### src/sv/tsa_pkg.sv
`timescale 1ns / 1ps
// ----------------------------------------------------------------------------
// tsa_pkg
// Shared types, constants and helpers of the tire slip angle block.
// ----------------------------------------------------------------------------
package tsa_pkg;

    localparam int CORDIC_STEPS_DEF = 18;
    localparam int FRAC_BITS_DEF    = 16;
    localparam int ANG_BITS         = 30;

    // Payload widths
    localparam int SPEED_W   = 24;
    localparam int STEER_W   = 19;
    localparam int SLIP_W    = 20;
    localparam int CFG_IDX_W = 2;
    localparam int CFG_DAT_W = 23;
    localparam int WB_W      = 23;
    localparam int FF_W      = 17;
    localparam int TW_W      = 23;

    // Internal widths
    localparam int WIDE_W  = 32;   // saturated intermediates
    localparam int VEC_W   = 35;   // CORDIC x and y, leaves headroom for gain
    localparam int LEVER_W = 31;   // lever arm, unsigned, saturated

    // Configuration register indexes
    localparam logic [CFG_IDX_W-1:0] REG_WHEELBASE      = 2'd0;
    localparam logic [CFG_IDX_W-1:0] REG_FRONT_FRACTION = 2'd1;
    localparam logic [CFG_IDX_W-1:0] REG_TRACK_WIDTH    = 2'd2;

    // Configuration reset values
    localparam logic [WB_W-1:0] WHEELBASE_RST      = 23'd100270;
    localparam logic [FF_W-1:0] FRONT_FRACTION_RST = 17'd32768;
    localparam logic [TW_W-1:0] TRACK_WIDTH_RST    = 23'd78643;

    // Sign of the numerator, kept for the zero divisor case
    localparam logic [1:0] SIGN_ZERO = 2'd0;
    localparam logic [1:0] SIGN_POS  = 2'd1;
    localparam logic [1:0] SIGN_NEG  = 2'd2;

    localparam longint HALF_PI_Q30 = 64'sd1686629713;

    localparam logic signed [SLIP_W-1:0] SLIP_HI = 20'sd524287;
    localparam logic signed [SLIP_W-1:0] SLIP_LO = -20'sd524288;

    typedef struct packed {
        logic signed [VEC_W-1:0]   x;
        logic signed [VEC_W-1:0]   y;
        logic signed [WIDE_W-1:0]  z;
        logic                      zero;
        logic [1:0]                nsign;
        logic                      front;
        logic signed [STEER_W-1:0] steer;
    } t_cordic;

    // Arctangent of 2^-i in Q2.30
    function automatic logic signed [WIDE_W-1:0] atan_q30(input int i);
        logic signed [WIDE_W-1:0] v;
        case (i)
            0:       v = 32'sh3243F6A9;
            1:       v = 32'sh1DAC6705;
            2:       v = 32'sh0FADBAFD;
            3:       v = 32'sh07F56EA7;
            4:       v = 32'sh03FEAB77;
            5:       v = 32'sh01FFD55C;
            6:       v = 32'sh00FFFAAB;
            7:       v = 32'sh007FFF55;
            8:       v = 32'sh003FFFEB;
            9:       v = 32'sh001FFFFD;
            10:      v = 32'sh00100000;
            11:      v = 32'sh00080000;
            12:      v = 32'sh00040000;
            13:      v = 32'sh00020000;
            14:      v = 32'sh00010000;
            15:      v = 32'sh00008000;
            16:      v = 32'sh00004000;
            17:      v = 32'sh00002000;
            18:      v = 32'sh00001000;
            19:      v = 32'sh00000800;
            20:      v = 32'sh00000400;
            21:      v = 32'sh00000200;
            22:      v = 32'sh00000100;
            23:      v = 32'sh00000080;
            default: v = 32'sh00000000;
        endcase
        return v;
    endfunction

    // Saturate to the signed 32 bit range
    function automatic logic signed [WIDE_W-1:0] sat32(input logic signed [63:0] v);
        logic signed [WIDE_W-1:0] r;
        if (v > 64'sd2147483647) begin
            r = 32'sh7FFFFFFF;
        end else if (v < -64'sd2147483648) begin
            r = 32'sh80000000;
        end else begin
            r = v[WIDE_W-1:0];
        end
        return r;
    endfunction

    // Clamp an already shifted lever product to the positive 32 bit range
    function automatic logic [LEVER_W-1:0] lever_sat(input logic [39:0] v);
        logic [LEVER_W-1:0] r;
        if (v > 40'h007FFFFFFF) begin
            r = {LEVER_W{1'b1}};
        end else begin
            r = v[LEVER_W-1:0];
        end
        return r;
    endfunction

endpackage

### src/sv/tsa_cell.sv
`timescale 1ns / 1ps
// ----------------------------------------------------------------------------
// tsa_cell
// One vectoring CORDIC micro-rotation with its own stage register.
// ----------------------------------------------------------------------------
module tsa_cell import tsa_pkg::*; #(
    parameter int STEP = 0
) (
    input  logic    i_clk,
    input  logic    i_rst_n,
    input  logic    i_valid,
    input  t_cordic i_data,
    output logic    o_take,
    input  logic    i_adv,
    output logic    o_valid,
    output t_cordic o_data
);

    localparam logic signed [WIDE_W-1:0] ATAN_STEP = atan_q30(STEP);

    logic    r_valid;
    t_cordic r_data, n_data;
    logic signed [VEC_W-1:0] dx, dy;

    assign o_take = !r_valid || i_adv;

    assign dx = i_data.y >>> STEP;
    assign dy = i_data.x >>> STEP;

    // Rotate toward the x axis; y drives the direction
    always_comb begin
        n_data = i_data;
        if (i_data.y > 0) begin
            n_data.x = i_data.x + dx;
            n_data.y = i_data.y - dy;
            n_data.z = i_data.z + ATAN_STEP;
        end else begin
            n_data.x = i_data.x - dx;
            n_data.y = i_data.y + dy;
            n_data.z = i_data.z - ATAN_STEP;
        end
    end

    always_ff @(posedge i_clk) begin
        if (!i_rst_n) begin
            r_valid <= 1'b0;
        end else if (o_take) begin
            r_valid <= i_valid;
        end
    end

    always_ff @(posedge i_clk) begin
        if (o_take) r_data <= n_data;
    end

    assign o_valid = r_valid;
    assign o_data  = r_data;

endmodule

### config.mk
export PLATFORM = sky130hd
export DESIGN_NAME = tsa_cell
export DESIGN_NICKNAME = d
export VERILOG_FILES = /design/src/sv/tsa_pkg.sv /design/src/sv/tsa_cell.sv
export SDC_FILE = /design/constraint.sdc
export NUM_CORES = 1
export LEC_CHECK = 0
export ABC_AREA = 1
export BUFFER_PORTS_ARGS = -buffer_cell sky130_fd_sc_hd__buf_2
export CELL_PAD_IN_SITES_DETAIL_PLACEMENT = 0
export CELL_PAD_IN_SITES_GLOBAL_PLACEMENT = 2
export CORE_MARGIN = 2
export CORE_UTILIZATION = 31
export CTS_CLUSTER_SIZE = 14
export DETAILED_ROUTE_END_ITERATION = 10
export PLACE_DENSITY = 0.8
export SYNTH_ARGS = -nofsm -noshare
export SYNTH_HDL_FRONTEND = slang
export SYNTH_SLANG_ARGS = --single-unit
### constraint.sdc
create_clock -name i_clk -period 4.27 [get_ports i_clk]
set_clock_uncertainty 0.15 [all_clocks]
set_input_delay 0.427 -clock i_clk [delete_from_list [all_inputs] [get_ports i_clk]]
set_output_delay 0.427 -clock i_clk [all_outputs]
set_load 0.01 [all_outputs]
# Word level (Yosys, flattened, before mapping)
# Cells that the tools add are included.
dict set report word_totals {
  reg_bits 126
  out_inout_bits 127
}
dict set report op_classes {
  add_sub_neg 5
  magnitude_cmp 1
  mux 1
  n_reduce_logical 2
}
# operator n
set ops {}
lappend ops {{102-bit two-way mux} 1}
lappend ops {{35-bit subtractor} 2}
lappend ops {{35-bit adder} 1}
lappend ops {{35-bit by 1-bit greater-than comparator with 1-bit output (second input constant)} 1}
lappend ops {{32-bit by 31-bit adder with 32-bit output (second input constant)} 1}
lappend ops {{32-bit by 31-bit subtractor with 32-bit output (second input constant)} 1}
lappend ops {{1-bit logical NOT} 1}
lappend ops {{1-bit logical OR} 1}

# Logic depth before layout (Yosys ltp)
dict set report depth {
  depth_word 2
  depth_mapped 19
  depth_no_buf 18
}

# Least setup slack after synthesis
# OpenSTA, ideal clock, no wires.
dict set report synth_path {
  path_type {input-to-reg}
  start {input i_adv}
  end {register r_valid, in the netlist o_valid}
  setup_time_ns 0.310
  t_arrival_ns 3.394
  path_slack_ns 0.416
  path_stages 3
  path_buffers 0
  path_cell_list {inv_1 nand2_1 a21boi_0}
}
dict set report synth_between {
  elab_chain_len 1
}
# item line_no
set synth_lines {}
lappend synth_lines {{start, declared} tsa_cell.sv:14} ;# input logic i_adv,
lappend synth_lines {{1-bit logical OR} tsa_cell.sv:25} ;# assign o_take = !r_valid || i_adv;
lappend synth_lines {{named net o_take} tsa_cell.sv:13} ;# output logic o_take,
lappend synth_lines {{end signal, assigned} tsa_cell.sv:48} ;# r_valid <= i_valid;
lappend synth_lines {{end, declared} tsa_cell.sv:21} ;# logic r_valid;
# The timed path passes the listed nets, and every way through them passes these cells.
# A chain may end at the register's enable or synchronous reset.

==> results by group <==
Outcome
  • Outcome: finished clean

CTS
  • Clock Pin Slew Worst Setup and Hold Paths: 0.07 ns
  • TritonCTS Buffers: 17
  • H-tree depth: 4
  • Post-CTS sizing: 0
  • Clock root cell: clkbuf_16
  • CTS Sinks: roughly 130
  • Clock Tree Buf Depth: 2
  • CTS tree: done
  • Clock Latency Late Sink: ~0.46 ns

Floorplan
  • Die Span Y: around 210 µm
  • Core area: 0.0419 mm²
  • I/O pin count: 256
  • Initial core utilization: approximately a third
  • DIE AREA: 0.0442 mm²
  • Die Width: around 210 µm
  • Cell Rows: 75

Yosys
  • Synth warn: 0
  • Cells after Synth: around 1.9k
  • Synthesized cell area: roughly 0.013 mm²
  • Primary FF master, synth: edfxtp_1
  • Seq/Total Area, Yosys: 28.4%
  • Syn_nets: 2202
  • Syn avg cell area: about 6.8 µm²
  • Post-synth EDFFs: around 120
  • Yosys cell types: 43
  • Post-synth ARST share: 0%
  • Synth Register Bits: ~130

Power and ir drop
  • PD cells: 325 mW/mm²
  • Peak supply drop: 0.174 mV
  • Pleak: between 7 and 8 nW
  • Power, Total: around 5 mW

Global route
  • Initial antenna violation count: 0
  • Total grt overflow: 0
  • Total GRT Usage: between 20% and 30%
  • Largest net degree at the start of global routing: slightly below 80
  • First-pass GRT wire length: a little under 80 mm
  • Vias in the first global route: ~14k

Timing
  • Fmax: between 200 and 300 MHz
  • Setup WS post-layout: 0.482 ns
  • Final Max Tran Viols: 0
  • Worst rel slew slack: between 40% and 50%
  • Least-Margin Pin Slew: roughly 0.85 ns
  • Final hold slack: about 0.056 ns
  • Final setup viols: 0
  • Hold Vio Cnt, Final: 0
  • Minimum clock period: between 3 and 4 ns
  • RSZ-0062 raised after global routing: false
  • Period Utilization, post-route: 88.7%
  • Final TNS setup: 0 ns

Hold path
  • Worst hold stages: 3
  • HP Start: i_valid
  • Min-delay worst type: primary input to flip-flop
  • Worst Hold Path EP: o_valid$_SDFFE_PN0P_

Drt
  • Detailed Route WL: 50.4 mm
  • Residual DRC: 0
  • Wire length per cell: 18.4 µm
  • Initial drt markers: 771
  • Via Count: ~14k
  • Pre-antenna DRT Iters: 8
  • DRT antenna net count: 0
  • Vias/cell: approximately 5

Cells and area
  • Utilization after layout: between 30 and 40%
  • # nets final: between 2k and 2.5k
  • P&R area growth vs syn: 19.5%
  • Fill count: between 4k and 5k
  • Fraction of layout cells with a size suffix above 1: 15.3%
  • Antenna diodes: 0
  • Commonest non-fill, non-tap cells in the layout: nand2_1 (531), inv_1 (264), buf_2 (255), nor2_1 (180), nand3_1 (174)
  • Most common cell after layout, fill and taps aside: nand2_1

Critical path
  • Reg2reg start: o_valid$_SDFFE_PN0P_
  • CP max-delay cell: nor3_1
  • Critical R2R Capture: o_data[116]$_DFFE_PP_
  • Worst EP required: 4.34 ns
  • Worst Path Max Fanout: 17
  • Crit path buf inv count: 3
  • Setup slack on the worst flop-to-flop path: roughly 2.3 ns
  • R2R depth: 2
  • Type of element capturing the critical path: flip-flop
  • Setup crit start kind: primary input
  • Crit path DAT: around 3.9 ns
  • Crit path kind: primary input to flip-flop
  • Cell Chain, Critical Path: buf_2, inv_1, nand4_1, nor3_1, nand3_1, nand2_4, inv_2, ha_1, a21oi_1, o21ai_1, a21oi_1, o21ai_1, nand2_1, nand2_1, nand2_1, nand2_1, nand2_1, nand2_1
  • CP most frequent cell: nand2_1
  • Largest delay share family, worst path: simple AND/OR/NAND/NOR gates
  • Worst stage delay on the critical path: between 0.4 and 0.5 ns

Run
  • Max_cap viols: 0

Placed design
  • HPWL Detailed: between 40 and 50 mm
  • RePlAce Congestion: around 0.91
  • Buffers added on ports: about 260
  • Pre-CTS setup slack: between 0.07 and 0.08 ns
-- cell type report --
class / count / area, µm² / share of cell area [%]
tap: 539 / 674 / 4.28
inverter: 275 / 1030 / 6.56
clock inverter: 15 / 198 / 1.26
sequential: 125 / 3740 / 23.8
multi-input combinational: 1492 / 8110 / 51.5
timing repair buffer: 285 / 1560 / 9.90
clock buffer: 17 / 425 / 2.70
-- routing by layer --
metal | up-vias | global-route usage [%] | part of all wire, %
li1 | 6874 | - | -
met3 | 88 | 3.19 | 4.6
met2 | 372 | 38.6 | 46
met1 | 6267 | 30.6 | 46
met4 | 0 | 8.44 | 3.0
met5 | - | 0 | 0
-- repair_timing --
item | in CTS | in global routing
endpoints found under the hold margin | 23 | 0
hold buffers | 23 | 0
setup buffers | 0 | 0
-- synthesized netlist by cell type (3+ instances only) --
master	n	area share, %
nand2_1	532	15
nor2_1	180	5.1
inv_2	11	0.31
buf_4	21	1.2
nor3_2	5	0.38
edfxtp_1	124	28
a21oi_1	153	5.8
a21o_1	11	0.63
o21bai_1	20	1.1
nand2_2	9	0.43
nand4_1	18	0.85
a21boi_0	5	0.28
clkbuf_1	4	0.11
fa_1	4	0.61
o21a_1	3	0.17
nor2_2	8	0.38
buf_2	15	0.57
a21oi_2	3	0.20
inv_1	264	7.5
o21ai_0	118	4.5
ha_1	132	13
nor3_1	22	0.84
xnor2_1	7	0.47
buf_6	4	0.34
a31oi_1	5	0.24
nand3_1	174	6.6
o21ai_1	10	0.38
xor2_1	52	3.5
o211ai_1	3	0.17
-- per-stage QoR --
step | instance area [µm²] | std cells
6_report | 15700 | 2748
5_1_grt | 15700 | 2748
3_5_place_dp | 14900 | 2693
3_3_place_gp | 14900 | 2693
4_1_cts | 15700 | 2748
2_1_floorplan | 13200 | 1937
-- worst max-delay path by stage --
stage | startpoint | endpoint | slack, ns | cells past startpoint
6_report | i_data[56] | o_data[53]$_DFFE_PP_ | 0.48 | 18
3_5_place_dp | i_data[56] | o_data[53]$_DFFE_PP_ | 0.08 | 18
3_3_place_gp | i_data[56] | o_data[53]$_DFFE_PP_ | 0.12 | 18
4_1_cts | i_data[56] | o_data[53]$_DFFE_PP_ | 0.54 | 18
2_1_floorplan | i_adv | o_valid$_SDFFE_PN0P_ | 0.42 | 3
5_1_grt | i_data[73] | o_data[53]$_DFFE_PP_ | 0.13 | 18
-- kinds of logic after synthesis --
logic type               after synthesis  synth area share (%)
XOR/XNOR                              59                  3.92
buffers and inverters                320                  10.1
flip-flops                           125                  28.4
AO/OA/AOI/OAI                        336                  13.8
adder cells (fa/ha/maj)              136                  13.1
AND/OR/NAND/NOR                      961                  30.6
-- sequential cells by signal, indices dropped and copies added, names as in the netlist --
register and flops:
o_data 124, o_valid 1
-- power breakdown --
part,internal [mW],switching [mW]
Clock,0.847,0.733
Sequential,1.60,0.0585
Combinational,0.624,1.25
Total,3.07,2.04
-- worst min-delay path, delay by kind of cell --
family,cells,cell delay (ns)
buffers and inverters,2,0.13
AOI/OAI and AO/OA,1,0.06
Power figures use the tool's default switching activity.
