<file path="src/sv/tsa_pkg.sv">
`timescale 1ns / 1ps
// ----------------------------------------------------------------------------
// tsa_pkg
// Shared types, constants and helpers of the tire slip angle block.
// ----------------------------------------------------------------------------
package tsa_pkg;

    localparam int CORDIC_STEPS_DEF = 18;
    localparam int FRAC_BITS_DEF    = 16;
    localparam int ANG_BITS         = 30;

    // Payload widths
    localparam int SPEED_W   = 24;
    localparam int STEER_W   = 19;
    localparam int SLIP_W    = 20;
    localparam int CFG_IDX_W = 2;
    localparam int CFG_DAT_W = 23;
    localparam int WB_W      = 23;
    localparam int FF_W      = 17;
    localparam int TW_W      = 23;

    // Internal widths
    localparam int WIDE_W  = 32;   // saturated intermediates
    localparam int VEC_W   = 35;   // CORDIC x and y, leaves headroom for gain
    localparam int LEVER_W = 31;   // lever arm, unsigned, saturated

    // Configuration register indexes
    localparam logic [CFG_IDX_W-1:0] REG_WHEELBASE      = 2'd0;
    localparam logic [CFG_IDX_W-1:0] REG_FRONT_FRACTION = 2'd1;
    localparam logic [CFG_IDX_W-1:0] REG_TRACK_WIDTH    = 2'd2;

    // Configuration reset values
    localparam logic [WB_W-1:0] WHEELBASE_RST      = 23'd100270;
    localparam logic [FF_W-1:0] FRONT_FRACTION_RST = 17'd32768;
    localparam logic [TW_W-1:0] TRACK_WIDTH_RST    = 23'd78643;

    // Sign of the numerator, kept for the zero divisor case
    localparam logic [1:0] SIGN_ZERO = 2'd0;
    localparam logic [1:0] SIGN_POS  = 2'd1;
    localparam logic [1:0] SIGN_NEG  = 2'd2;

    localparam longint HALF_PI_Q30 = 64'sd1686629713;

    localparam logic signed [SLIP_W-1:0] SLIP_HI = 20'sd524287;
    localparam logic signed [SLIP_W-1:0] SLIP_LO = -20'sd524288;

    typedef struct packed {
        logic signed [VEC_W-1:0]   x;
        logic signed [VEC_W-1:0]   y;
        logic signed [WIDE_W-1:0]  z;
        logic                      zero;
        logic [1:0]                nsign;
        logic                      front;
        logic signed [STEER_W-1:0] steer;
    } t_cordic;

    // Arctangent of 2^-i in Q2.30
    function automatic logic signed [WIDE_W-1:0] atan_q30(input int i);
        logic signed [WIDE_W-1:0] v;
        case (i)
            0:       v = 32'sh3243F6A9;
            1:       v = 32'sh1DAC6705;
            2:       v = 32'sh0FADBAFD;
            3:       v = 32'sh07F56EA7;
            4:       v = 32'sh03FEAB77;
            5:       v = 32'sh01FFD55C;
            6:       v = 32'sh00FFFAAB;
            7:       v = 32'sh007FFF55;
            8:       v = 32'sh003FFFEB;
            9:       v = 32'sh001FFFFD;
            10:      v = 32'sh00100000;
            11:      v = 32'sh00080000;
            12:      v = 32'sh00040000;
            13:      v = 32'sh00020000;
            14:      v = 32'sh00010000;
            15:      v = 32'sh00008000;
            16:      v = 32'sh00004000;
            17:      v = 32'sh00002000;
            18:      v = 32'sh00001000;
            19:      v = 32'sh00000800;
            20:      v = 32'sh00000400;
            21:      v = 32'sh00000200;
            22:      v = 32'sh00000100;
            23:      v = 32'sh00000080;
            default: v = 32'sh00000000;
        endcase
        return v;
    endfunction

    // Saturate to the signed 32 bit range
    function automatic logic signed [WIDE_W-1:0] sat32(input logic signed [63:0] v);
        logic signed [WIDE_W-1:0] r;
        if (v > 64'sd2147483647) begin
            r = 32'sh7FFFFFFF;
        end else if (v < -64'sd2147483648) begin
            r = 32'sh80000000;
        end else begin
            r = v[WIDE_W-1:0];
        end
        return r;
    endfunction

    // Clamp an already shifted lever product to the positive 32 bit range
    function automatic logic [LEVER_W-1:0] lever_sat(input logic [39:0] v);
        logic [LEVER_W-1:0] r;
        if (v > 40'h007FFFFFFF) begin
            r = {LEVER_W{1'b1}};
        end else begin
            r = v[LEVER_W-1:0];
        end
        return r;
    endfunction

endpackage

</file>
<file path="src/sv/tsa_out_if.sv">
`timescale 1ns / 1ps
// ----------------------------------------------------------------------------
// tsa_out_if
// Result channel: slip angle and zero divisor flag.
// ----------------------------------------------------------------------------
interface tsa_out_if import tsa_pkg::*; ();
    logic                     valid;
    logic                     ready;
    logic signed [SLIP_W-1:0] slip_angle;
    logic                     zero_divisor;

    modport source (output valid, output slip_angle, output zero_divisor, input ready);
    modport sink   (input valid, input slip_angle, input zero_divisor, output ready);
endinterface

</file>
<file path="src/sv/tsa_back.sv">
`timescale 1ns / 1ps
// ----------------------------------------------------------------------------
// tsa_back
// Angle rounding, zero divisor substitution, steering correction and the
// output register.
// ----------------------------------------------------------------------------
module tsa_back import tsa_pkg::*; #(
    parameter int FRAC_BITS = FRAC_BITS_DEF
) (
    input  logic        i_clk,
    input  logic        i_rst_n,
    input  logic        i_valid,
    input  t_cordic     i_data,
    output logic        o_take,
    tsa_out_if.source   o_out
);

    localparam int SH = ANG_BITS - FRAC_BITS;
    localparam logic signed [32:0] ROUND_HALF = 33'sd1 <<< (SH - 1);
    localparam logic signed [32:0] HALF_ANG =
        33'((HALF_PI_Q30 + (64'sd1 <<< (SH - 1))) >>> SH);

    logic                      r_e_valid, r_f_valid;
    logic signed [32:0]        r_e_ang, n_e_ang;
    logic signed [STEER_W-1:0] r_e_steer;
    logic                      r_e_front, r_e_zero;
    logic signed [SLIP_W-1:0]  r_f_slip, n_f_slip;
    logic                      r_f_zero;
    logic                      take_e, take_f;
    logic signed [32:0]        z_rnd;
    logic signed [33:0]        res;

    assign take_f = !r_f_valid || o_out.ready;
    assign take_e = !r_e_valid || take_f;
    assign o_take = take_e;

    // Stage E: round Q2.30 angle; on a zero divisor substitute plus or minus pi/2, or zero for a zero numerator
    assign z_rnd = 33'(i_data.z) + ROUND_HALF;

    always_comb begin
        if (i_data.zero) begin
            case (i_data.nsign)
                SIGN_POS: n_e_ang = HALF_ANG;
                SIGN_NEG: n_e_ang = -HALF_ANG;
                default:  n_e_ang = '0;
            endcase
        end else begin
            n_e_ang = z_rnd >>> SH;
        end
    end

    // Stage F: steering correction for the front axle, saturate
    assign res = r_e_front ? 34'(r_e_ang) - 34'(r_e_steer) : 34'(r_e_ang);

    always_comb begin
        if (res > 34'(SLIP_HI)) begin
            n_f_slip = SLIP_HI;
        end else if (res < 34'(SLIP_LO)) begin
            n_f_slip = SLIP_LO;
        end else begin
            n_f_slip = res[SLIP_W-1:0];
        end
    end

    always_ff @(posedge i_clk) begin
        if (!i_rst_n) begin
            r_e_valid <= 1'b0;
            r_f_valid <= 1'b0;
        end else begin
            if (take_e) r_e_valid <= i_valid;
            if (take_f) r_f_valid <= r_e_valid;
        end
    end

    always_ff @(posedge i_clk) begin
        if (take_e) begin
            r_e_ang   <= n_e_ang;
            r_e_steer <= i_data.steer;
            r_e_front <= i_data.front;
            r_e_zero  <= i_data.zero;
        end
        if (take_f) begin
            r_f_slip <= n_f_slip;
            r_f_zero <= r_e_zero;
        end
    end

    assign o_out.valid        = r_f_valid;
    assign o_out.slip_angle   = r_f_slip;
    assign o_out.zero_divisor = r_f_zero;

endmodule
</file>
<file path="src/flat_wrapper.sv">
// flat-port wrapper written by rule: the top's interface ports become plain ports
module tsa_back_flat import tsa_pkg::*;
#(
    parameter int FRAC_BITS = FRAC_BITS_DEF
)
  (i_clk, i_rst_n, i_valid, i_data, o_take, o_out_valid, o_out_slip_angle, o_out_zero_divisor, o_out_ready);
  tsa_out_if o_out_i ();
  input  logic i_clk;
  input  logic i_rst_n;
  input  logic i_valid;
  input  t_cordic i_data;
  output logic o_take;
  output wire logic [$bits(o_out_i.valid)-1:0] o_out_valid;
  output wire logic [$bits(o_out_i.slip_angle)-1:0] o_out_slip_angle;
  output wire logic [$bits(o_out_i.zero_divisor)-1:0] o_out_zero_divisor;
  input wire logic [$bits(o_out_i.ready)-1:0] o_out_ready;
  assign o_out_valid = o_out_i.valid;
  assign o_out_slip_angle = o_out_i.slip_angle;
  assign o_out_zero_divisor = o_out_i.zero_divisor;
  assign o_out_i.ready = o_out_ready;
  tsa_back #(.FRAC_BITS(FRAC_BITS)) u_core (.i_clk(i_clk), .i_rst_n(i_rst_n), .i_valid(i_valid), .i_data(i_data), .o_take(o_take), .o_out(o_out_i));
endmodule
</file>
<file path="config.mk">
export PLATFORM = sky130hd
export DESIGN_NAME = tsa_back_flat
export DESIGN_NICKNAME = d
export VERILOG_FILES = /design/src/sv/tsa_pkg.sv /design/src/sv/tsa_out_if.sv /design/src/sv/tsa_back.sv /design/src/flat_wrapper.sv
export SDC_FILE = /design/constraint.sdc
export NUM_CORES = 1
export LEC_CHECK = 0
export ABC_AREA = 0
export BUFFER_PORTS_ARGS = -buffer_cell sky130_fd_sc_hd__buf_2
export CORE_ASPECT_RATIO = 0.75
export CORE_MARGIN = 5
export CORE_UTILIZATION = 35
export CTS_CLUSTER_DIAMETER = 150
export DETAILED_ROUTE_END_ITERATION = 10
export SLEW_MARGIN = 20
export SYNTH_ARGS = -nofsm -noshare
export SYNTH_HDL_FRONTEND = slang
export SYNTH_SLANG_ARGS = --single-unit
</file>
<file path="constraint.sdc">
create_clock -name i_clk -period 4.9 [get_ports i_clk]
set_input_delay 0.98 -clock i_clk [delete_from_list [all_inputs] [get_ports i_clk]]
set_output_delay 0.98 -clock i_clk [all_outputs]
set_load 0.01 [all_outputs]
</file>
## Word level (Yosys, flattened, before mapping)

Index checks and enable logic that the tools add are counted.

- Flip-flop bits (word level): 77
- Output and inout port bits: 23
- Word-level logic and storage cells: 22

- $add $sub $neg: 2
- Order comparisons: 2
- Equality and inequality tests: 2
- Mux-type cells: 4
- Reduce and logical (&&, ||, !) cells: 4

Operators by type and width:

| cell | count |
|---|---|
| $pmux W33 S2 | 1 |
| $gt A34 B20 Y1 const B | 1 |
| $lt A34 B20 Y1 const B | 1 |
| $mux W34 | 1 |
| $sub A33 B19 Y34 | 1 |
| $add A32 B15 Y33 const B | 1 |
| $mux W33 | 1 |
| $mux W20 | 1 |
| $eq A2 B1 Y1 const B | 1 |
| $eq A2 B2 Y1 const B | 1 |
| $logic_not A1 Y1 | 2 |
| $logic_or A1 B1 Y1 | 2 |

## Logic depth before layout (Yosys ltp)

- Depth after elaboration: 4
- Depth in mapped cells: 11
- Mapped depth without buffers: 11

## Least setup slack after synthesis

OpenSTA, ideal clock, no wires.

- Path type: input port to output port
- Start point: input port o_out_ready
- End point: output port o_take
- Data arrival time: 1.968 ns
- Slack: 1.952 ns
- Cell stages on the path: 2
- Cells stage by stage: nor2b_1 -> nand2_1

- Word-level cells in the longest chain between the ends: 2

RTL lines:

| what | line | RTL |
|---|---|---|
| from (decl) | flat_wrapper.sv:16 | `input wire logic [$bits(o_out_i.ready)-1:0] o_out_ready;` |
| $logic_or A1 B1 Y1 | tsa_back.sv:33 | `assign take_f = !r_f_valid \|\| o_out.ready;` |
| $logic_or A1 B1 Y1 | tsa_back.sv:34 | `assign take_e = !r_e_valid \|\| take_f;` |
| to (decl) | flat_wrapper.sv:12 | `output logic o_take;` |

No other way between the ends.

## Final worst setup path

Ends and elaborated chain as after synthesis.

==> out/results.ini <==
[outcome]
status=finished, final reports clean

[final_layout]
final_area_mm2=0.00459
final_common_cell=buf_2
layout-drive-gt1-share_pct=24.9
antenna_cells=0
fin_nets=572
final_cell_mix=68 x buf_2, 61 x edfxtp_1, 33 x inv_1
area_growth_pct=21.5

[yosys]
syn_nets=501
synth_warnings=0
synth-xor-area-share_pct=7.19
netlist_instances=349
syn_avg_cell_area_um2=10.8
synth_cell_type_count=53
yosys.area_share.adder_pct=7.82
synth_mux_area_share_pct=2.35
synth_ff_type=edfxtp_1
synthArstFlopShare_pct=0
synth_edf_count=61
synth_compound_area_share_pct=15.9
synth_top_family_by_area=compound AO/OA/AOI/OAI gates
synth_simple_gate_area_share_pct=12.4
ys_seq_area_share_pct=49.6
ys_ff_latch=63
syn-cell-area_mm2=0.00377

[clock_network]
insertion_delay_ns=0.33
ctsRootBufferMaster=clkbuf_16
htree_levels=3
cts_tree=done
numCtsBuffers=9
post_cts_buffers=0
ctsResizeCount=0
clkTransAtPathRegs_ns=0.06
cts_buffer_depth=2
cts.sinks=63
holdBufCountCts=0

[setup_path]
critPathKind=in2out
rrSetupSlack_ns=1.99
worstPathRequired_ns=3.92
end_kind=primary output
start_kind=input port
path_max_fanout=41
reg2reg_from=u_core.r_e_ang[0]
cp_data_arrival_time_ns=1.93
r2r_end=u_core.o_out.slip_angle[14]
r2r.worst_path.cells=11

[min_path]
hold_path_class=reg2reg
worstHoldPathCells=0
min_delay_worst_endpoint=u_core.o_out.zero_divisor
hp-start=u_core.r_e_zero

[power]
power_density_mw_per_mm2=384
power_frac_comb_pct=19.8
internal_power_mw=1.32
p_switching_uw=445
pwr-share-seq_pct=39.1
ir_worst_vdd_uv=175
p_leak_nw=1.99
sw_frac_of_total_pct=25.3
power_frac_clock_pct=41.1

[timing]
tns_ns=0
worstMarginPinSlew_ns=1.07
hold_violations=0
min_period_over_period_pct=59.4
fmax_mhz=344
setup_viol=0
finClkSkew_ns=0.0101
finalMaxSlewViolations=0
rsz0062_at_grt=no
min_period_ns=2.91
slew_headroom_pct=28.5

[job]
drv_cap=0

[die]
die_area_mm2=0.0130
core_mm2=0.0104
pin_count=152
start_util_pct=36.3
die_w_um=130
die_h_um=99.9
row_count=32

[place]
portBuffers=68
gp_congestion=0.786
dp_hpwl_um=6140
place_area_mm2=0.00424

[routing]
routed_via_density=4.87
first_pass_iters=4
postRouteAntennaNets=0
drt-total-wl_um=8100
num_vias=2734
drt-initial-drc-count=139
drc_errors=0
avgRoutedWirePerCell_um=14.4

[global_route]
first_global_vias=2735
track_usage_pct=13.3
grt_first_pass_wirelength_um=13500
grt_overflow=0
grt_max_degree=42
grt_antenna_before_repair=0

cell usage after synthesis (3+ instances only):
master    number  share of area, %
a21boi_0       4              0.80
a21o_1         8               1.6
a21oi_1       27               3.6
a21oi_2        3              0.70
a31oi_1        5              0.83
and3_1         6              0.99
clkbuf_1       4              0.40
edfxtp_1      61                49
ha_1          22               7.3
inv_1         33               3.3
mux2_2         7               2.1
nand2_1       23               2.3
nand2b_1       4              0.66
nand3_1       12               1.6
nand4_1        5              0.83
nor2_1        24               2.4
nor2b_1        4              0.66
o211ai_1       3              0.60
o21a_1         4              0.80
o21ai_0       11               1.5
o22ai_1        6              0.99
or3_1          5              0.83
xnor2_1       19               4.4
xor2_1        12               2.8
final cells by class:
cell class                      instances  area, µm²
Fill cell                            1003       5820
Sequential cell                        63       1870
Timing Repair Buffer                   69        348
Multi-Input combinational cell        243       1730
Clock inverter                          7        120
Clock buffer                            9        225
Tap cell                              136        170
Inverter                               34        128
flip-flops by register name, indices dropped and copies added, names as in the netlist:
signal	flops
u_core.r_e_steer	19
u_core.r_e_zero	1
u_core.r_e_front	1
u_core.o_out.zero_divisor	1
u_core.r_e_ang	19
u_core.o_out.slip_angle	20
u_core.r_e_valid	1
u_core.o_out.valid	1
metal layers:
metal	track usage [%]	up-vias	wire length [µm]
met5	0	-	0
met4	4.79	0	112
met3	3.56	7	532
met2	17.9	87	3100
met1	20.3	1228	4360
li1	-	1412	-
cell families after synthesis:
family | after synthesis
and+or+nand+nor | 93
DFF | 63
muxes | 8
xor gates and xnor gates | 31
adders and majority gates | 23
buffers and inverters | 43
AOI/OAI and AO/OA | 88
worst max-delay path: stages:
cell	delay, ns
buf_2	0.09
nor2b_1	0.26
nand2_2	0.08
buf_4	0.29
buf_2	0.21
power groups by stage:
stage	clock [mW]	sequential, mW	combinational (mW)
2_1_floorplan	0	0.709	0.231
3_3_place_gp	0	0.700	0.342
3_5_place_dp	0	0.701	0.347
4_1_cts	0.743	0.691	0.349
5_1_grt	0.771	0.697	0.394
6_report	0.725	0.690	0.348
worst max-delay path by stage:
stage	depth (start not counted)	startpoint	end
floorplan	2	o_out_ready	o_take
global placement	11	u_core.r_e_ang[0]	u_core.o_out.slip_angle[14]
detailed placement	5	o_out_ready	o_take
CTS	5	o_out_ready	o_take
global route	11	u_core.r_e_ang[0]	u_core.o_out.slip_angle[14]
finish	5	o_out_ready	o_take
per-stage QoR:
step	std cells	worst slack, ns	power [mW]	hold WS (ns)	utilization [%]
3_3_place_gp	545	1.99	1.04	0.407	40.8
6_report	561	1.99	1.76	0.419	44.1
2_1_floorplan	349	1.95	0.940	0.400	-
3_5_place_dp	545	1.96	1.05	0.408	40.8
5_1_grt	561	1.72	1.86	0.443	44.1
4_1_cts	561	1.95	1.78	0.421	44.1
Power figures use the tool's default switching activity.
