File: config.mk
export PLATFORM = sky130hd
export DESIGN_NAME = tsa_front_flat
export DESIGN_NICKNAME = d
export VERILOG_FILES = /design/src/sv/tsa_pkg.sv /design/src/sv/tsa_cfg_if.sv /design/src/sv/tsa_in_if.sv /design/src/sv/tsa_front.sv /design/src/flat_wrapper.sv
export SDC_FILE = /design/constraint.sdc
export NUM_CORES = 2
export LEC_CHECK = 0
export BUFFER_PORTS_ARGS = -buffer_cell sky130_fd_sc_hd__buf_2
export CORE_MARGIN = 8
export CORE_UTILIZATION = 60
export DETAILED_ROUTE_END_ITERATION = 8
export HOLD_SLACK_MARGIN = 0.12
export PLACE_DENSITY = 0.78
export SLEW_MARGIN = 20
export SYNTH_ARGS = -nofsm -noshare
export SYNTH_HDL_FRONTEND = slang
export SYNTH_SLANG_ARGS = --single-unit
File: constraint.sdc
create_clock -name i_clk -period 11.7 [get_ports i_clk]
set_input_delay 1.755 -clock i_clk [delete_from_list [all_inputs] [get_ports i_clk]]
set_output_delay 1.755 -clock i_clk [all_outputs]
set_load 0.02 [all_outputs]
File: src/sv/tsa_pkg.sv
`timescale 1ns / 1ps
// ----------------------------------------------------------------------------
// tsa_pkg
// Shared types, constants and helpers of the tire slip angle block.
// ----------------------------------------------------------------------------
package tsa_pkg;

    localparam int CORDIC_STEPS_DEF = 18;
    localparam int FRAC_BITS_DEF    = 16;
    localparam int ANG_BITS         = 30;

    // Payload widths
    localparam int SPEED_W   = 24;
    localparam int STEER_W   = 19;
    localparam int SLIP_W    = 20;
    localparam int CFG_IDX_W = 2;
    localparam int CFG_DAT_W = 23;
    localparam int WB_W      = 23;
    localparam int FF_W      = 17;
    localparam int TW_W      = 23;

    // Internal widths
    localparam int WIDE_W  = 32;   // saturated intermediates
    localparam int VEC_W   = 35;   // CORDIC x and y, leaves headroom for gain
    localparam int LEVER_W = 31;   // lever arm, unsigned, saturated

    // Configuration register indexes
    localparam logic [CFG_IDX_W-1:0] REG_WHEELBASE      = 2'd0;
    localparam logic [CFG_IDX_W-1:0] REG_FRONT_FRACTION = 2'd1;
    localparam logic [CFG_IDX_W-1:0] REG_TRACK_WIDTH    = 2'd2;

    // Configuration reset values
    localparam logic [WB_W-1:0] WHEELBASE_RST      = 23'd100270;
    localparam logic [FF_W-1:0] FRONT_FRACTION_RST = 17'd32768;
    localparam logic [TW_W-1:0] TRACK_WIDTH_RST    = 23'd78643;

    // Sign of the numerator, kept for the zero divisor case
    localparam logic [1:0] SIGN_ZERO = 2'd0;
    localparam logic [1:0] SIGN_POS  = 2'd1;
    localparam logic [1:0] SIGN_NEG  = 2'd2;

    localparam longint HALF_PI_Q30 = 64'sd1686629713;

    localparam logic signed [SLIP_W-1:0] SLIP_HI = 20'sd524287;
    localparam logic signed [SLIP_W-1:0] SLIP_LO = -20'sd524288;

    typedef struct packed {
        logic signed [VEC_W-1:0]   x;
        logic signed [VEC_W-1:0]   y;
        logic signed [WIDE_W-1:0]  z;
        logic                      zero;
        logic [1:0]                nsign;
        logic                      front;
        logic signed [STEER_W-1:0] steer;
    } t_cordic;

    // Arctangent of 2^-i in Q2.30
    function automatic logic signed [WIDE_W-1:0] atan_q30(input int i);
        logic signed [WIDE_W-1:0] v;
        case (i)
            0:       v = 32'sh3243F6A9;
            1:       v = 32'sh1DAC6705;
            2:       v = 32'sh0FADBAFD;
            3:       v = 32'sh07F56EA7;
            4:       v = 32'sh03FEAB77;
            5:       v = 32'sh01FFD55C;
            6:       v = 32'sh00FFFAAB;
            7:       v = 32'sh007FFF55;
            8:       v = 32'sh003FFFEB;
            9:       v = 32'sh001FFFFD;
            10:      v = 32'sh00100000;
            11:      v = 32'sh00080000;
            12:      v = 32'sh00040000;
            13:      v = 32'sh00020000;
            14:      v = 32'sh00010000;
            15:      v = 32'sh00008000;
            16:      v = 32'sh00004000;
            17:      v = 32'sh00002000;
            18:      v = 32'sh00001000;
            19:      v = 32'sh00000800;
            20:      v = 32'sh00000400;
            21:      v = 32'sh00000200;
            22:      v = 32'sh00000100;
            23:      v = 32'sh00000080;
            default: v = 32'sh00000000;
        endcase
        return v;
    endfunction

    // Saturate to the signed 32 bit range
    function automatic logic signed [WIDE_W-1:0] sat32(input logic signed [63:0] v);
        logic signed [WIDE_W-1:0] r;
        if (v > 64'sd2147483647) begin
            r = 32'sh7FFFFFFF;
        end else if (v < -64'sd2147483648) begin
            r = 32'sh80000000;
        end else begin
            r = v[WIDE_W-1:0];
        end
        return r;
    endfunction

    // Clamp an already shifted lever product to the positive 32 bit range
    function automatic logic [LEVER_W-1:0] lever_sat(input logic [39:0] v);
        logic [LEVER_W-1:0] r;
        if (v > 40'h007FFFFFFF) begin
            r = {LEVER_W{1'b1}};
        end else begin
            r = v[LEVER_W-1:0];
        end
        return r;
    endfunction

endpackage

File: src/sv/tsa_cfg_if.sv
`timescale 1ns / 1ps
// ----------------------------------------------------------------------------
// tsa_cfg_if
// Register write channel: index and data with valid/ready.
// ----------------------------------------------------------------------------
interface tsa_cfg_if import tsa_pkg::*; ();
    logic                 valid;
    logic                 ready;
    logic [CFG_IDX_W-1:0] index;
    logic [CFG_DAT_W-1:0] data;

    modport source (output valid, output index, output data, input ready);
    modport sink   (input valid, input index, input data, output ready);
endinterface

File: src/sv/tsa_in_if.sv
`timescale 1ns / 1ps
// ----------------------------------------------------------------------------
// tsa_in_if
// Vehicle state channel: one axle sample per transaction.
// ----------------------------------------------------------------------------
interface tsa_in_if import tsa_pkg::*; ();
    logic                      valid;
    logic                      ready;
    logic signed [SPEED_W-1:0] speed_forward;
    logic signed [SPEED_W-1:0] speed_lateral;
    logic signed [SPEED_W-1:0] yaw_rate;
    logic signed [STEER_W-1:0] steer_angle;
    logic                      front_axle;

    modport source (output valid, output speed_forward, output speed_lateral,
                    output yaw_rate, output steer_angle, output front_axle,
                    input ready);
    modport sink   (input valid, input speed_forward, input speed_lateral,
                    input yaw_rate, input steer_angle, input front_axle,
                    output ready);
endinterface

File: src/sv/tsa_front.sv
`timescale 1ns / 1ps
// ----------------------------------------------------------------------------
// tsa_front
// Configuration registers and the four stages that form numerator and
// denominator and fold them into the right half plane for the CORDIC row.
// ----------------------------------------------------------------------------
module tsa_front import tsa_pkg::*; #(
    parameter int FRAC_BITS = FRAC_BITS_DEF
) (
    input  logic        i_clk,
    input  logic        i_rst_n,
    tsa_cfg_if.sink     i_cfg,
    tsa_in_if.sink      i_in,
    input  logic        i_adv,
    output logic        o_valid,
    output t_cordic     o_data
);

    localparam logic [39:0] RST_LEV_PROD =
        40'(WHEELBASE_RST) * 40'(FRONT_FRACTION_RST);
    localparam logic [LEVER_W-1:0] RST_LEVER = lever_sat(RST_LEV_PROD >> FRAC_BITS);
    localparam logic signed [WIDE_W-1:0] VX_MIN = 32'sd1 <<< FRAC_BITS;

    typedef struct packed {
        logic signed [WIDE_W-1:0]  vx;
        logic signed [SPEED_W-1:0] vy;
        logic signed [SPEED_W-1:0] yaw;
        logic signed [STEER_W-1:0] steer;
        logic                      front;
    } t_stage_a;

    typedef struct packed {
        logic signed [WIDE_W-1:0]  vx;
        logic signed [WIDE_W-1:0]  vy;
        logic signed [WIDE_W-1:0]  ly;
        logic signed [WIDE_W-1:0]  hy;
        logic signed [STEER_W-1:0] steer;
        logic                      front;
    } t_stage_b;

    typedef struct packed {
        logic signed [WIDE_W-1:0]  den;
        logic signed [WIDE_W-1:0]  num;
        logic signed [STEER_W-1:0] steer;
        logic                      front;
    } t_stage_c;

    logic [WB_W-1:0]    r_wheelbase;
    logic [FF_W-1:0]    r_front_fraction;
    logic [TW_W-1:0]    r_track_width;
    logic [LEVER_W-1:0] r_lever;
    logic [39:0]        lev_prod;

    logic     r_a_valid, r_b_valid, r_c_valid, r_d_valid;
    t_stage_a r_a, n_a;
    t_stage_b r_b, n_b;
    t_stage_c r_c, n_c;
    t_cordic  r_d, n_d;
    logic     take_a, take_b, take_c, take_d;

    logic signed [55:0] ly_prod;
    logic signed [47:0] hy_prod;
    logic signed [WIDE_W-1:0] vx_ext;

    // Configuration
    assign i_cfg.ready = 1'b1;

    always_ff @(posedge i_clk) begin
        if (!i_rst_n) begin
            r_wheelbase      <= WHEELBASE_RST;
            r_front_fraction <= FRONT_FRACTION_RST;
            r_track_width    <= TRACK_WIDTH_RST;
            r_lever          <= RST_LEVER;
        end else begin
            r_lever <= lever_sat(lev_prod >> FRAC_BITS);
            if (i_cfg.valid) begin
                case (i_cfg.index)
                    REG_WHEELBASE:      r_wheelbase      <= i_cfg.data[WB_W-1:0];
                    REG_FRONT_FRACTION: r_front_fraction <= i_cfg.data[FF_W-1:0];
                    REG_TRACK_WIDTH:    r_track_width    <= i_cfg.data[TW_W-1:0];
                    default: ;
                endcase
            end
        end
    end

    assign lev_prod = 40'(r_wheelbase) * 40'(r_front_fraction);

    // Enable chain: a stage loads when it is empty or its consumer moves
    assign take_d = !r_d_valid || i_adv;
    assign take_c = !r_c_valid || take_d;
    assign take_b = !r_b_valid || take_c;
    assign take_a = !r_a_valid || take_b;

    assign i_in.ready = take_a && i_rst_n;

    always_ff @(posedge i_clk) begin
        if (!i_rst_n) begin
            r_a_valid <= 1'b0;
            r_b_valid <= 1'b0;
            r_c_valid <= 1'b0;
            r_d_valid <= 1'b0;
        end else begin
            if (take_a) r_a_valid <= i_in.valid;
            if (take_b) r_b_valid <= r_a_valid;
            if (take_c) r_c_valid <= r_b_valid;
            if (take_d) r_d_valid <= r_c_valid;
        end
    end

    // Stage A: capture and clamp forward speed to at least one
    assign vx_ext = WIDE_W'(i_in.speed_forward);

    always_comb begin
        n_a.vx    = (vx_ext < VX_MIN) ? VX_MIN : vx_ext;
        n_a.vy    = i_in.speed_lateral;
        n_a.yaw   = i_in.yaw_rate;
        n_a.steer = i_in.steer_angle;
        n_a.front = i_in.front_axle;
    end

    // Stage B: yaw products
    assign ly_prod = 56'($signed({1'b0, r_lever})) * 56'(r_a.yaw);
    assign hy_prod = 48'($signed({1'b0, r_track_width})) * 48'(r_a.yaw);

    always_comb begin
        n_b.vx    = r_a.vx;
        n_b.vy    = WIDE_W'(r_a.vy);
        n_b.ly    = sat32(64'(ly_prod >>> FRAC_BITS));
        n_b.hy    = sat32(64'(hy_prod >>> (FRAC_BITS + 1)));
        n_b.steer = r_a.steer;
        n_b.front = r_a.front;
    end

    // Stage C: numerator and denominator
    always_comb begin
        n_c.den   = sat32(64'(r_b.vx) - 64'(r_b.hy));
        n_c.num   = r_b.front ? sat32(64'(r_b.vy) + 64'(r_b.ly))
                              : sat32(64'(r_b.vy) - 64'(r_b.ly));
        n_c.steer = r_b.steer;
        n_c.front = r_b.front;
    end

    // Stage D: flag zero divisor, negate both when the divisor is negative
    always_comb begin
        n_d.zero  = (r_c.den == '0);
        n_d.x     = r_c.den[WIDE_W-1] ? -VEC_W'(r_c.den) : VEC_W'(r_c.den);
        n_d.y     = r_c.den[WIDE_W-1] ? -VEC_W'(r_c.num) : VEC_W'(r_c.num);
        n_d.z     = '0;
        if (r_c.num == '0) begin
            n_d.nsign = SIGN_ZERO;
        end else if (r_c.num[WIDE_W-1]) begin
            n_d.nsign = SIGN_NEG;
        end else begin
            n_d.nsign = SIGN_POS;
        end
        n_d.steer = r_c.steer;
        n_d.front = r_c.front;
    end

    always_ff @(posedge i_clk) begin
        if (take_a) r_a <= n_a;
        if (take_b) r_b <= n_b;
        if (take_c) r_c <= n_c;
        if (take_d) r_d <= n_d;
    end

    assign o_valid = r_d_valid;
    assign o_data  = r_d;

endmodule

File: src/flat_wrapper.sv
// flat-port wrapper written by rule: the top's interface ports become plain ports
module tsa_front_flat import tsa_pkg::*;
#(
    parameter int FRAC_BITS = FRAC_BITS_DEF
)
  (i_clk, i_rst_n, i_adv, o_valid, o_data, i_cfg_valid, i_cfg_index, i_cfg_data, i_cfg_ready, i_in_valid, i_in_speed_forward, i_in_speed_lateral, i_in_yaw_rate, i_in_steer_angle, i_in_front_axle, i_in_ready);
  tsa_cfg_if i_cfg_i ();
  tsa_in_if i_in_i ();
  input  logic i_clk;
  input  logic i_rst_n;
  input  logic i_adv;
  output logic o_valid;
  output t_cordic o_data;
  input wire logic [$bits(i_cfg_i.valid)-1:0] i_cfg_valid;
  input wire logic [$bits(i_cfg_i.index)-1:0] i_cfg_index;
  input wire logic [$bits(i_cfg_i.data)-1:0] i_cfg_data;
  output wire logic [$bits(i_cfg_i.ready)-1:0] i_cfg_ready;
  input wire logic [$bits(i_in_i.valid)-1:0] i_in_valid;
  input wire logic [$bits(i_in_i.speed_forward)-1:0] i_in_speed_forward;
  input wire logic [$bits(i_in_i.speed_lateral)-1:0] i_in_speed_lateral;
  input wire logic [$bits(i_in_i.yaw_rate)-1:0] i_in_yaw_rate;
  input wire logic [$bits(i_in_i.steer_angle)-1:0] i_in_steer_angle;
  input wire logic [$bits(i_in_i.front_axle)-1:0] i_in_front_axle;
  output wire logic [$bits(i_in_i.ready)-1:0] i_in_ready;
  assign i_cfg_i.valid = i_cfg_valid;
  assign i_cfg_i.index = i_cfg_index;
  assign i_cfg_i.data = i_cfg_data;
  assign i_cfg_ready = i_cfg_i.ready;
  assign i_in_i.valid = i_in_valid;
  assign i_in_i.speed_forward = i_in_speed_forward;
  assign i_in_i.speed_lateral = i_in_speed_lateral;
  assign i_in_i.yaw_rate = i_in_yaw_rate;
  assign i_in_i.steer_angle = i_in_steer_angle;
  assign i_in_i.front_axle = i_in_front_axle;
  assign i_in_ready = i_in_i.ready;
  tsa_front #(.FRAC_BITS(FRAC_BITS)) u_core (.i_clk(i_clk), .i_rst_n(i_rst_n), .i_cfg(i_cfg_i), .i_in(i_in_i), .i_adv(i_adv), .o_valid(o_valid), .o_data(o_data));
endmodule
Word-level counts from Yosys, hierarchy flattened:

Cells that the tools add are included.

* bits of input ports: 122
* output and inout port bits: 128
* bits in registers: 499
* word-level logic and storage cells: 82

* reduce and logical (&&, ||, !) cells: 16
* $lt $le $gt $ge: 12
* eq/ne operators: 2
* $add $sub $neg: 5
* multiply operators: 3
* bitwise logic cells: 1
* mux-type cells: 12

Operators with widths (number)
* $mux 32: 8
* $gt 64x32->1 const B: 3
* $lt 64x32->1 const B: 3
* $neg 32->35: 2
* $sub 24x32->33: 2
* $logic_not 32->1: 2
* $mux 31: 2
* $mul 32x24->56: 1
* $mul 24x24->48: 1
* $gt 40x32->1 const B: 1
* $lt 40x32->1 const B: 1
* $mul 23x17->40: 1
* $mux 35: 1
* $add 24x32->33: 1
* $gt 31x32->1 const B: 1
* $lt 31x32->1 const B: 1
* $gt 24x31->1 const B: 1
* $lt 24x18->1 const B: 1
* $reduce_and 2->1: 3
* $logic_not 1->1: 4
* $logic_or 1x1->1: 4
* $eq 2x1->1 const B: 1
* $eq 2x2->1 const B: 1
* $logic_not 2->1: 1
* 4 further kinds: 4

Longest topological paths before layout:

* word-level depth: 6
* mapped depth: 30
* mapped depth without buffers: 27

Worst setup path before layout:

OpenSTA, ideal clock, no wires.

* path kind: register to register
* start point: reg u_core.r_a[43] in the netlist's numbering
* end point: reg u_core.r_b[66] in the netlist's numbering, data pin
* data arrival time: 7.457 ns
* period minus slack after synthesis: 7.711 ns
* library setup time: 0.254 ns
* path buffers: 3
* data required time: 11.446 ns
* path slack: 3.989 ns
* cell stages (with the launch flop): 26
* path through: edfxtp_1 clkbuf_1 clkbuf_1 nor2b_1 fa_1 fa_1 fa_1 fa_1 fa_1 fa_1 inv_1 fa_1 inv_1 ha_1 a21o_1 a21o_1 a21o_1 a21o_1 a21oi_1 o21ai_1 a211o_1 a21boi_1 xnor2_1 o41a_1 buf_2 a21o_1

* cells in the longest elaborated chain, start to end: 3
* elaborated cells between the ends (all ways): 4
* those cells by class: 1 x mul; 2 x order compare; 1 x mux

Ends and longest elaborated chain
* start: declaration: line tsa_front.sv:55 `t_stage_a r_a, n_a;`
* start signal: assignment: line tsa_front.sv:162 `if (take_a) r_a <= n_a;`
* $mul 32x24->56 *: line tsa_front.sv:123 `assign ly_prod = 56'($signed({1'b0, r_lever})) * 56'(r_a.yaw);`
* $lt 40x32->1: line tsa_pkg.sv:95 `end else if (v < -64'sd2147483648) begin`
* $mux 32: line tsa_pkg.sv:95
* end signal: assignment: line tsa_front.sv:163 `if (take_b) r_b <= n_b;`
* end: declaration: line tsa_front.sv:56 `t_stage_b r_b, n_b;`

Mark *: on every way between the ends. The rest lies on a longest branch, timed or not.
A chain may end at the register's enable or synchronous reset.

Worst setup path after layout:

* start point: reg u_core.r_a[28] in the netlist's numbering
* end point: reg u_core.r_b[51] in the netlist's numbering, data pin

* cells in the longest elaborated chain, start to end: 3
* elaborated cells between the ends (all ways): 4
* those cells by class: 1 x mul; 2 x order compare; 1 x mux

Ends and longest elaborated chain
* $mul 24x24->48 *: line tsa_front.sv:124 `assign hy_prod = 48'($signed({1'b0, r_track_width})) * 48'(r_a.yaw);`
* $lt 31x32->1: line tsa_pkg.sv:95
* $mux 32: line tsa_pkg.sv:95

Marks and branches as above.

==> run_results.csv <==
group,metric,value,unit
run_status,status,"completed",
detailed_routing,dr_wl_met3,16200,µm
place,numPortBuffers,216,
sta,rsz0062_at_grt,"false",
worst_setup_path,cpMostUsedCell,"fa_1",
clock_tree,cts_setup_buffers,0,
global_routing,grt_overflow,0,
global_routing,grt_use_total,27.1,%
clock_tree,cts_sinks,492,
clock_tree,cts_buffers,55,
yosys,yosys_register_bits,492,
clock_tree,clk_pin_slew,0.06,ns
worst_setup_path,worst-path-buf-inv,6,
floorplan,die_x,361,µm
floorplan,fp.coreArea,118000,µm²
worst_setup_path,crit_required,12.10,ns
worst_setup_path,critPathKind,"reg2reg",
yosys,synth_warnings,0,
worst_setup_path,crit_end,"u_core.r_b[51]$_SDFFCE_PN0P_",
yosys,synth_top_family_by_area,"adder cells",
worst_setup_path,cp_max_fo,24,
yosys,syn_area,71200,µm²
yosys,synth_fa_ha_area_share,46.2,%
yosys,synth_mux_area_share,0.119,%
yosys,synth_xor_area_share,2.78,%
worst_setup_path,arrival,9.60,ns
floorplan,core.rowCount,126,
finish,multi_input_area,50200,µm²
detailed_routing,wire_per_inst,19.5,µm
worst_setup_path,reg2reg_to,"u_core.r_b[51]$_SDFFCE_PN0P_",
sta,finalClockSkew,0.0411,ns
finish,layout_common_cells,"inv_1 (1510), fa_1 (1255), nand2_1 (1212)",
global_routing,grt_antenna_before_repair,2,
sta,setup_tns,0,ns
global_routing,grt_start_max_net_pins,94,
detailed_routing,drt_iter0_markers,3914,
detailed_routing,firstDrtPassIters,6,
sta,fin_crit,9.20,ns
finish,drive_gt1_share,5.47,%
finish,fillers,9418,
worst_setup_path,crit_path_start_kind,"flip-flop",
worst_setup_path,cpPeakStageDelay,1.03,ns
worst_setup_path,cp-startpoint,"u_core.r_a[28]$_DFFE_PN_",
worst_setup_path,crit_cells,26,
sta,hold_viol,0,
detailed_routing,wl_met1,68700,µm
global_routing,grt_pass1_vias,55000,
yosys,yosysSeqAreaShare,19.5,%
finish,final_core_util,63.6,%
finish,nets,9418,
yosys,synth.distinct_cells,82,
yosys,synthCells,7460,
run,cap_violations,0,
floorplan,die_height,361,µm
detailed_routing,wirelength,175000,µm
finish,final_common_cell,"inv_1",
sta,max_slew_margin,19.4,%
yosys,synth-compound-area-share,6.33,%
hold_path,hp-class,"reg2reg",
worst_setup_path,crit_slowest_cell,"edfxtp_1",
yosys,async_flop_share,0,%
detailed_routing,routed.top_layer,"met4",
worst_setup_path,reg2reg_slack,2.50,ns
floorplan,ios,250,
clock_tree,cts_buffer_depth,3,
sta,final-max-slew-violation-count,0,
sta,tightestPinTransition,1.21,ns
detailed_routing,via_per_inst,5.67,
detailed_routing,vias,51000,
yosys,synth_edf_count,401,
clock_tree,cts_tree,"built",
yosys,yosys.area_share.simple,14.7,%
global_routing,grt_first_pass_wirelength,286000,µm
yosys,yosys_most_used_dff,"edfxtp_1",
clock_tree,holdBufCountCts,0,
clock_tree,cts.repair.resized,0,
clock_tree,ctsHtreeMaxLevel,2,
worst_setup_path,worstReg2RegStart,"u_core.r_a[28]$_DFFE_PN_",
yosys,syn_area_per_cell,9.55,µm²
place,dp_hpwl,135000,µm
detailed_routing,drc_errors,0,
detailed_routing,antenna_left,0,
finish,area_delta_synth_final,5.25,%
sta,setup_violations,0,
worst_setup_path,crit_family,"adder cells",
floorplan,start_util,60.4,%
clock_tree,clockRootBuffer,"clkbuf_16",
finish,regArea,13900,µm²
worst_setup_path,worstSetupEndpointType,"flip-flop",
place,routabilityCongestion,0.929,
clock_tree,insertion_delay,0.69,ns
detailed_routing,wl_met2,83400,µm
sta,fmaxAchievable,109,MHz
worst_setup_path,r2r_cells,26,
sta,fin_crit_sh,78.6,%
floorplan,dieArea,130000,µm²
metal layers:
layer  up-vias  track usage (%)
met3       474             5.64
met2      2380             45.1
met5         -                0
met1     25400             35.2
met4         0             10.1
li1      22700                -
cell usage after synthesis, types with 17 or more instances:
cell	n	area, µm²
nor4_1	17	106
nand2_1	1214	4560
a21o_1	98	736
nor2_1	110	413
xnor2_1	169	1480
nand2b_1	64	400
clkbuf_1	368	1380
buf_4	33	248
dfxtp_1	91	1820
o21bai_1	33	248
and2_1	565	3530
o21ai_0	100	500
and3_1	21	131
edfxtp_1	401	12000
a22oi_1	30	225
nand4_1	27	169
fa_1	1255	25100
nand3_1	52	260
o31ai_1	30	225
ha_1	619	7740
a211oi_1	17	128
inv_1	1512	5680
o21a_1	21	158
nor3_1	40	200
nor2b_1	39	244
xor2_1	57	499
a21oi_1	261	1310
per-stage QoR:
stage	hold slack [ns]	instance area (µm²)	cells	worst slack [ns]
global placement	0.400	73200	8901	2.73
detailed placement	0.405	73200	8901	2.43
CTS	0.415	75000	8998	2.41
floorplan	0.400	71400	7495	3.99
finish	0.413	75000	8999	2.50
global route	0.420	75000	8999	2.05
sequential cells by signal, indices dropped and copies added (netlist names):
register / cells
u_core.r_c: 64
u_core.r_lever: 24
u_core.n_d: 20
u_core.r_b: 112
u_core.r_a_valid: 1
u_core.o_data: 93
u_core.o_valid: 1
u_core.r_a: 24
u_core.r_wheelbase: 23
u_core.r_track_width: 23
u_core.n_b: 68
u_core.r_b_valid: 1
u_core.r_front_fraction: 17
u_core.n_c: 20
u_core.r_c_valid: 1
how the worst min path moves through the flow:
stage,startpoint,to,slack [ns],depth (start not counted)
CTS,u_core.n_b[101]$_DFFE_PN_,u_core.r_b[101]$_DFFE_PP_,0.41,0
global placement,u_core.n_d[19]$_DFFE_PP_,u_core.o_data[19]$_DFFE_PP_,0.40,0
floorplan,u_core.n_b[0]$_DFFE_PN_,u_core.n_c[0]$_DFFE_PP_,0.40,0
detailed placement,u_core.n_b[16]$_DFFE_PN_,u_core.n_c[16]$_DFFE_PP_,0.40,0
global route,u_core.n_b[16]$_DFFE_PN_,u_core.n_c[16]$_DFFE_PP_,0.42,0
finish,u_core.n_b[101]$_DFFE_PN_,u_core.r_b[101]$_DFFE_PP_,0.41,0
cell families after synthesis:
| logic type | count (synthesis) |
|---|---|
| multiplexers | 8 |
| buffers and inverters | 1930 |
| adder cells (fa/ha/maj) | 1879 |
| XOR/XNOR | 226 |
| AO/OA/AOI/OAI | 711 |
| flip-flops | 492 |
| other | 2 |
| AND/OR/NAND/NOR | 2212 |
area by class of cell:
cell class / instances / area share (%)
inverter: 1515 / 7.59
timing repair buffer: 285 / 2.14
tap: 1536 / 2.56
antenna: 1 / 0.00334
clock buffer: 66 / 1.92
sequential: 492 / 18.5
multi-input combinational: 5073 / 66.9
clock inverter: 31 / 0.374
Power is not shown: default switching activity piles up to over one toggle a cycle in this logic, so the estimate is an artifact.
